[src/hw/rtl/dnd_pkg.sv]
// Shared constants, state encoding and controller/datapath interface types
// for the DNS name decoder. No dependencies.
package dnd_pkg;

	localparam int MSG_BYTES   = 512;
	localparam int MSG_AW      = $clog2(MSG_BYTES);
	localparam int POS_W       = 9;
	localparam int LEN_W       = 10;
	localparam int WPOS_W      = 10;
	localparam int TGT_W       = 14;
	localparam int CHUNK_CHARS = 8;
	localparam int CHUNK_IW    = $clog2(CHUNK_CHARS);
	localparam int CNT_W       = 4;
	localparam int MAX_CHUNKS  = 64;
	localparam int CHUNK_NW    = $clog2(MAX_CHUNKS);
	localparam int WIRE_W      = 10;

	localparam logic [7:0] PTR_TAG       = 8'hC0;
	localparam logic [7:0] PTR_HIGH_MASK = 8'h3F;
	localparam logic [7:0] DOT_CHAR      = 8'h2E;

	localparam logic MODE_WRITE  = 1'b0;
	localparam logic MODE_DECODE = 1'b1;

	typedef enum logic [3:0] {
		ST_IDLE,
		ST_TL_RD,
		ST_TL_EV,
		ST_NW_RD,
		ST_NW_EV,
		ST_NW_PRD,
		ST_NW_PEV,
		ST_NW_PDOT,
		ST_NW_DOT,
		ST_NW_CRD,
		ST_NW_CEV,
		ST_FIN
	} dnd_state_t;

	typedef struct packed {
		logic start;
		logic wr;
		logic rd_top;
		logic rd_walk;
		logic tl_step;
		logic nw_label;
		logic ptr_take;
		logic put_dot;
		logic put_chr;
		logic te_set;
		logic te_clr;
		logic fin;
	} dnd_cmd_t;

	typedef struct packed {
		logic p_lt_len;
		logic w_lt_len;
		logic byte_zero;
		logic byte_tag;
		logic lab_over;
		logic tgt_ok;
		logic can_put;
		logic out_free;
		logic rem_last;
		logic te;
	} dnd_status_t;

endpackage

[src/hw/rtl/dnd_ctrl.sv]
// Controller state machine of the DNS name decoder.
// Depends on dnd_pkg; drives dnd_datapath through dnd_cmd_t.
module dnd_ctrl import dnd_pkg::*; (
	input  logic        clk,
	input  logic        arst_n,
	input  logic        cmd_valid,
	input  logic        mode,
	input  dnd_status_t status,
	output logic        busy,
	output dnd_cmd_t    cmd
);

	dnd_state_t state_q;
	dnd_state_t state_d;

	always_ff @(posedge clk or negedge arst_n) begin
		if (!arst_n) begin
			state_q <= ST_IDLE;
		end else begin
			state_q <= state_d;
		end
	end

	always_comb begin
		state_d = state_q;
		case (state_q)
			ST_IDLE: begin
				if (cmd_valid && mode == MODE_DECODE) state_d = ST_TL_RD;
			end
			ST_TL_RD:  state_d = status.p_lt_len ? ST_TL_EV : ST_NW_RD;
			ST_TL_EV:  state_d = (status.byte_zero || status.byte_tag) ? ST_NW_RD : ST_TL_RD;
			ST_NW_RD:  state_d = status.w_lt_len ? ST_NW_EV : ST_FIN;
			ST_NW_EV: begin
				if (status.byte_zero)     state_d = ST_FIN;
				else if (status.byte_tag) state_d = ST_NW_PRD;
				else if (status.lab_over) state_d = ST_FIN;
				else if (status.te)       state_d = ST_NW_DOT;
				else                      state_d = ST_NW_CRD;
			end
			ST_NW_PRD: state_d = status.w_lt_len ? ST_NW_PEV : ST_FIN;
			ST_NW_PEV: begin
				if (!status.tgt_ok)  state_d = ST_FIN;
				else if (status.te)  state_d = ST_NW_PDOT;
				else                 state_d = ST_NW_RD;
			end
			ST_NW_PDOT: begin
				if (status.can_put) state_d = ST_NW_RD;
			end
			ST_NW_DOT: begin
				if (status.can_put) state_d = ST_NW_CRD;
			end
			ST_NW_CRD: state_d = ST_NW_CEV;
			ST_NW_CEV: begin
				if (status.can_put) state_d = status.rem_last ? ST_NW_RD : ST_NW_CRD;
			end
			ST_FIN: begin
				if (status.out_free) state_d = ST_IDLE;
			end
			default: state_d = ST_IDLE;
		endcase
	end

	always_comb begin
		cmd  = '0;
		busy = 1'b1;
		case (state_q)
			ST_IDLE: begin
				busy      = 1'b0;
				cmd.start = cmd_valid && mode == MODE_DECODE;
				cmd.wr    = cmd_valid && mode == MODE_WRITE;
			end
			ST_TL_RD:   cmd.rd_top   = status.p_lt_len;
			ST_TL_EV:   cmd.tl_step  = 1'b1;
			ST_NW_RD:   cmd.rd_walk  = status.w_lt_len;
			ST_NW_EV:   cmd.nw_label = 1'b1;
			ST_NW_PRD:  cmd.rd_walk  = status.w_lt_len;
			ST_NW_PEV:  cmd.ptr_take = status.tgt_ok;
			ST_NW_PDOT: begin
				cmd.put_dot = 1'b1;
				cmd.te_clr  = status.can_put;
			end
			ST_NW_DOT:  cmd.put_dot  = 1'b1;
			ST_NW_CRD:  cmd.rd_walk  = 1'b1;
			ST_NW_CEV: begin
				cmd.put_chr = 1'b1;
				cmd.te_set  = status.can_put && status.rem_last;
			end
			ST_FIN:     cmd.fin      = 1'b1;
			default:    cmd          = '0;
		endcase
	end

endmodule

[config.mk]
export PLATFORM = sky130hd
export DESIGN_NAME = dnd_ctrl
export DESIGN_NICKNAME = d
export VERILOG_FILES = /design/src/hw/rtl/dnd_pkg.sv /design/src/hw/rtl/dnd_ctrl.sv
export SDC_FILE = /design/constraint.sdc
export NUM_CORES = 1
export LEC_CHECK = 0
export BUFFER_PORTS_ARGS = -buffer_cell sky130_fd_sc_hd__buf_4
export CORE_MARGIN = 1.5
export CORE_UTILIZATION = 45
export DETAILED_ROUTE_END_ITERATION = 8
export PLACE_DENSITY = 0.81
export SETUP_SLACK_MARGIN = 0.2
export SYNTH_ARGS = -nofsm -noshare
export SYNTH_HDL_FRONTEND = slang
export SYNTH_SLANG_ARGS = --single-unit
[constraint.sdc]
create_clock -name clk -period 1.8 [get_ports clk]
set_input_delay 0.18 -clock clk [delete_from_list [all_inputs] [get_ports clk]]
set_output_delay 0.18 -clock clk [all_outputs]
set_load 0.02 [all_outputs]
==> reports/metrics.yaml, run 1 <==
netlist_area_um2: 609
hold_viol: 0
rsz0062_at_grt: "true"
post-route-util_pct: 73.6
crit_slowest_cell: "dfrtp_2"
fmax_ghz: 0.603
fin_worst_skew_ns: 0.00498
synth.net_count: 96
yosysWarnings: 0
final_common_cell: "buf_4"
critPathMaxFanout: 8
die_x_um: 39.8
syn_area_per_cell_um2: 7.43
endpoint_kind: "flop"
rows: 13
start_util_pct: 47.4
area_growth_pct: 55.2
via_count: 783
io_buffers: 26
grt-ovfl-total: 0
ant_nets: 0
cts_buffers: 3
die_y_um: 39.8
antenna_found_initial: 0
fillers: 102
p_leak_nw: 0.446
vias_per_cell: 5.98
worstSetupPathType: "reg2reg"
synthCells: 82
avgRoutedWirePerCell_um: 14.5
max_stage_delay_ns: 0.47
gp_congestion: 0.861
grtUsageMet3_pct: 3.98
period_share_pct: 92.1
clk_pin_slew_ns: 0.04
start_kind: "flop"
max-slew-margin-rel_pct: 73.7
fin_crit_ns: 1.66
regArea_um2: 105
htree_levels: 1
worst_pin_slew_ns: 0.385
seq_area_frac_synth_pct: 16.4
dieArea_um2: 1580
grt_start_max_net_pins: 14
power_density_nw_per_um2: 1690
root_buffer: "clkbuf_4"
place_ws_ns: 0.191
core_area_um2: 1280
synthTopCellsByArea: "dfrtp_1 16%, nand2b_1 5.1%, inv_1 4.3%, nand2_1 4.3%, nor2_1 4.3%"
grt_util_met1_pct: 27.9
synth_cell_types: 37
reg_top3: "state_q (4)"
top_register: "state_q"
cts.sinks: 4
n_antenna_cell: 0
yosysTopAreaCellShare_pct: 16.4
fin_tns_setup_ns: 0
hold_slack_ns: 0.214
worst_ep_required_time_ns: 1.91
final_cell_mix: "37 x buf_4, 7 x nor2_1, 6 x nand2_1, 6 x inv_1"
grt.total_usage_pct: 25.1
detail_route.first_pass.iterations: 4
grt_pass1_wl_um: 2660
clk_latency_ns: 0.23
finalSetupViolCount: 0
hp-class: "in2reg"
final_area_um2: 946
drtIter0Drc: 17
cp.arrival_ns: 1.76
largest_register_ff_count: 4
ys_ff_latch: 4
use_met2_pct: 43.9
place_area_um2: 815
final_nets: 132
worstPathCellList: "buf_6, or3b_4, a21oi_4, or2_4, o32a_1"
layout-drive-gt1-share_pct: 50.9
multi_input_comb_area_um2: 474
wl_um: 1910
yosysTopAreaCell: "dfrtp_1"
cts_buffer_depth: 2
cts_tree: "yes"
grt_pass1_vias: 669
io_pins: 27
busiest_layer: "met2"
ir_drop_uv: 1040
hpwlAfterDp_um: 1260
drv_slew: 0
drv_cap: 0
run_status: "finished, final reports clean"
worst_slack_ns: 0.143
route.detailed.drc: 0
-- per-stage QoR --
step / cells / power, mW
finish: 131 / 1.60
global route: 131 / 1.70
CTS: 128 / 1.47
detailed placement: 120 / 1.25
global placement: 120 / 1.23
floorplan: 82 / 0.996
-- what timing repair did --
item / 4_1_cts / 5_1_grt
setup buffers: 4 / 3
setup endpoints to repair: 10 / 12
gates resized for setup: 6 / 8
hold buffers: 1 / 0
hold endpoints to repair: 4 / 0
pin swaps: 0 / 2
-- worst max-delay path, delay by kind of cell, from the launching register on --
family | cells | cell delay (ns)
simple gates | 2 | 0.50
flops | 1 | 0.47
compound gates | 2 | 0.42
buf+inv | 1 | 0.15
-- power by group --
part	total [mW]	switching (mW)	leakage, nW	internal [mW]
Sequential	0.283	0.135	0.0439	0.148
Combinational	1.21	0.604	0.388	0.608
Clock	0.107	0.0330	0.0138	0.0743
Total	1.60	0.772	0.446	0.830
-- per-layer routing --
metal,wire length [um],vias up
met1,759,359
li1,-,372
met5,0,-
met4,14,0
met2,1010,48
met3,123,4
-- worst paths after layout --
check | startpoint | slack [ns] | cells past startpoint | end
max in group asynchronous | arst_n | 1.40 | 2 | state_q[3]
worst min register to register | state_q[0] | 0.75 | 2 | state_q[0]
worst min-delay path | status[0] | 0.21 | 2 | state_q[2]
worst max register to register | state_q[3] | 0.14 | 5 | state_q[1]
worst max-delay path | state_q[3] | 0.14 | 5 | state_q[1]
min in group asynchronous | arst_n | 0.28 | 2 | state_q[0]
-- layout make-up --
type,count,area share [%]
multi-input cells,63,50.1
repair buffers,39,31.6
flip-flops and latches,4,11.1
inverters,7,2.78
clock buffers,3,2.38
well taps,15,1.98
-- Yosys cell counts --
| master | n |
|---|---|
| o21ai_0 | 4 |
| and3_1 | 1 |
| o32a_1 | 1 |
| nand4b_4 | 1 |
| nor2b_1 | 1 |
| nand4b_1 | 1 |
| or3_1 | 1 |
| clkbuf_1 | 2 |
| o21bai_1 | 1 |
| nand2b_1 | 5 |
| and2_1 | 1 |
| or2_4 | 1 |
| a31oi_1 | 1 |
| nor4_2 | 1 |
| buf_4 | 1 |
| nor2_1 | 7 |
| nand4_1 | 1 |
| or3b_1 | 2 |
| a311oi_1 | 1 |
| o211a_1 | 2 |
| o2bb2ai_1 | 1 |
| a2111oi_0 | 1 |
| a21oi_1 | 4 |
| dfrtp_1 | 4 |
| o311a_1 | 1 |
| inv_1 | 7 |
| nor3_1 | 4 |
| nor3b_1 | 1 |
| o2bb2ai_2 | 1 |
| nor4_1 | 3 |
| buf_2 | 3 |
| o31ai_1 | 3 |
| buf_6 | 2 |
| mux2_2 | 2 |
| a21oi_2 | 1 |
| nand2_1 | 7 |
| o22a_1 | 1 |
-- logic make-up (layout without fill, tap and decap cells) --
family,after synthesis,after routing,synth area share [%]
simple gates,38,38,38.2
compound gates,23,23,28.7
buf+inv,15,49,12.9
flops,4,4,16.4
mux,2,2,3.70
(Power assumes the default switching activity.)
==> run 2, diff against run 1 <==
--- a/config.mk
+++ b/config.mk
@@ -5,6 +5,7 @@
 export SDC_FILE = /design/constraint.sdc
 export NUM_CORES = 1
 export LEC_CHECK = 0
+export ABC_AREA = 1
 export BUFFER_PORTS_ARGS = -buffer_cell sky130_fd_sc_hd__buf_4
 export CORE_MARGIN = 1.5
 export CORE_UTILIZATION = 45
==> run 2 against run 1 <==
Effect of this change:
- wire length rose by 0.31%
- via count up 3.3%
- first-iteration DRC count grew 120%
- critical endpoint is now cmd[2]
- largest power group unchanged
- largest cell class unchanged
==> reports/metrics.yaml, run 2 <==
route.detailed.drc: 0
crit_family: "flip-flops"
crit_end: "cmd[2]"
drv_cap: 0
start_kind: "flop"
p_leak_nw: 0.504
ant_nets: 0
cts_buffer_depth: 2
rsz0062_at_grt: "true"
yosysMostFrequentCell: "nand2_1"
cp_num_cells: 6
gp_congestion: 0.862
die_y_um: 39.2
hold_viol: 0
fin_crit_ns: 1.56
ys_ff_latch: 4
grt.total_usage_pct: 28.8
final_cell_count_no_fill: 155
top_register: "state_q"
worst_pin_slew_ns: 0.237
rrSetupSlack_ns: 0.41
avgRoutedWirePerCell_um: 12.3
syn_area_per_cell_um2: 5.51
fin_tns_setup_ns: 0
final_nets: 157
final_cell_mix: "35 x nand2_1, 31 x buf_4, 14 x nor2_1"
area_growth_pct: 50.7
grt_pass1_wl_um: 2900
worstPathCellList: "inv_2, nand2_4, nor2_4, nand2_2, nor2_1, buf_4"
synth-edff-count: 0
power_density_nw_per_um2: 1570
synth_cell_types: 19
max_stage_delay_ns: 0.44
seq_area_frac_synth_pct: 17.0
dieArea_um2: 1540
io_pins: 27
largest_register_ff_count: 4
grt_start_max_net_pins: 10
yosysTopAreaCell: "nand2_1"
ir_drop_uv: 762
clk_latency_ns: 0.25
htree_levels: 1
start_util_pct: 51.0
netlist_area_um2: 589
hpwlAfterDp_um: 1440
hp-start: "status[0]"
synth_common_cells: "36 x nand2_1, 15 x nor2_1, 14 x inv_1, 12 x nand3_1"
cp_num_buf_inv: 2
hp-class: "in2reg"
place_inst: 146
vias_per_cell: 5.22
io_buffers: 26
detail_route.first_pass.iterations: 4
via_count: 809
fmax_ghz: 0.640
die_x_um: 39.2
wl_um: 1910
endpoint_kind: "output pin"
clk_pin_slew_ns: 0.04
regArea_um2: 104
max-slew-margin-rel_pct: 84.1
drtIter0Drc: 37
synthTopCellsByArea: "nand2_1 23%, dfrtp_1 17%, nand3_1 10%, nor2_1 9.6%, inv_1 8.9%"
drv_slew: 0
cts_tree: "yes"
reg_top3: "state_q (4)"
crit_start: "state_q[2]"
core_area_um2: 1160
antenna_found_initial: 0
grt_pass1_vias: 715
run_status: "finished, final reports clean"
critPathMaxFanout: 4
fin_worst_skew_ns: 0.00816
reg2reg_from: "state_q[2]"
cp.arrival_ns: 1.38
timing.rr.end: "state_q[0]"
synth.net_count: 121
root_buffer: "clkbuf_4"
multi_input_comb_area_um2: 442
n_antenna_cell: 0
final_common_cell: "nand2_1"
grt-ovfl-total: 0
fillers: 104
finalSetupViolCount: 0
cts_buffers: 3
cts.sinks: 4
layout-drive-gt1-share_pct: 41.1
synthCells: 107
yosysTopAreaCellShare_pct: 22.9
worst_ep_required_time_ns: 1.62
r2r_cells: 7
synth-async-reset-ratio_pct: 100
rows: 12
worstSetupPathType: "reg2out"
yosysWarnings: 0
synth_top_flop_cell: "dfrtp_1"
crit_slowest_cell: "dfrtp_1"
period_share_pct: 86.8
## run 2: changes by cell type in the layout (fill, tap and decap cells not counted), sizes merged, moves of 3 or more
cell | before | now
a21oi | 5 | 2
nand2b | 5 | 0
nand3 | 0 | 14
nor4 | 4 | 1
nor2 | 7 | 21
buf | 38 | 31
inv | 7 | 16
nand2 | 7 | 41
o31ai | 3 | 0
## run 2: worst min path at each step
stage	endpoint	depth (start not counted)	slack (ns)
after floorplan	state_q[0]	0	-0.12
after global placement	state_q[1]	1	-0.02
after detailed placement	state_q[1]	1	-0.02
after CTS	state_q[2]	3	0.22
after global routing	state_q[2]	3	0.22
final	state_q[2]	3	0.22
## run 2: what timing repair did
item,CTS,global route
buffers inserted,2,3
hold endpoints to repair,4,0
hold buffers,1,0
setup endpoints to repair,6,8
resized for setup,4,5
pin swaps,0,1
## run 2: cell type report
| type | count | share of cell area [%] |
|---|---|---|
| multi-input combinational | 86 | 49.7 |
| clock buffer | 3 | 2.54 |
| sequential | 4 | 11.7 |
| timing repair buffer | 32 | 27.3 |
| inverter | 16 | 6.76 |
| tap | 14 | 1.97 |
## run 2: kinds of logic (layout without fill, tap and decap cells)
family / count (synthesis) / count (layout) / share of synthesized area (%)
compound gates: 5 / 5 / 4.25
simple gates: 81 / 81 / 66.2
flops: 4 / 4 / 17.0
buf+inv: 17 / 51 / 12.5
## run 2: power breakdown
| group | switching (mW) | leakage [nW] | internal (mW) |
|---|---|---|---|
| logic | 0.623 | 0.444 | 0.394 |
| registers | 0.114 | 0.0466 | 0.142 |
| clock network | 0.0443 | 0.0138 | 0.0751 |
## run 2: stage by stage
| stage | utilization, % | total power, mW | hold WS (ns) | instance area, um2 | setup slack (ns) |
|---|---|---|---|---|---|
| 2_1_floorplan | - | 0.875 | -0.116 | 601 | 0.302 |
| 3_3_place_gp | 69.2 | 1.10 | -0.0231 | 800 | 0.395 |
| 3_5_place_dp | 69.2 | 1.11 | -0.0187 | 800 | 0.355 |
| 4_1_cts | 74.0 | 1.29 | 0.215 | 856 | 0.171 |
| 5_1_grt | 76.8 | 1.50 | 0.223 | 888 | 0.186 |
| 6_report | 76.8 | 1.39 | 0.224 | 888 | 0.238 |
## run 2: routing by layer
metal	global-route usage (%)	part of all wire, %	vias up	wire (um)
met5	0	0	-	0
met4	11.2	0.21	0	4
met3	10.4	8.5	2	162
met2	49.6	51	48	984
met1	31.6	40	355	759
li1	-	-	404	-
## run 2: worst min-delay path, stage by stage
cell     delay (ns)
buf_4          0.08
nand2_1        0.04
nand4_1        0.11
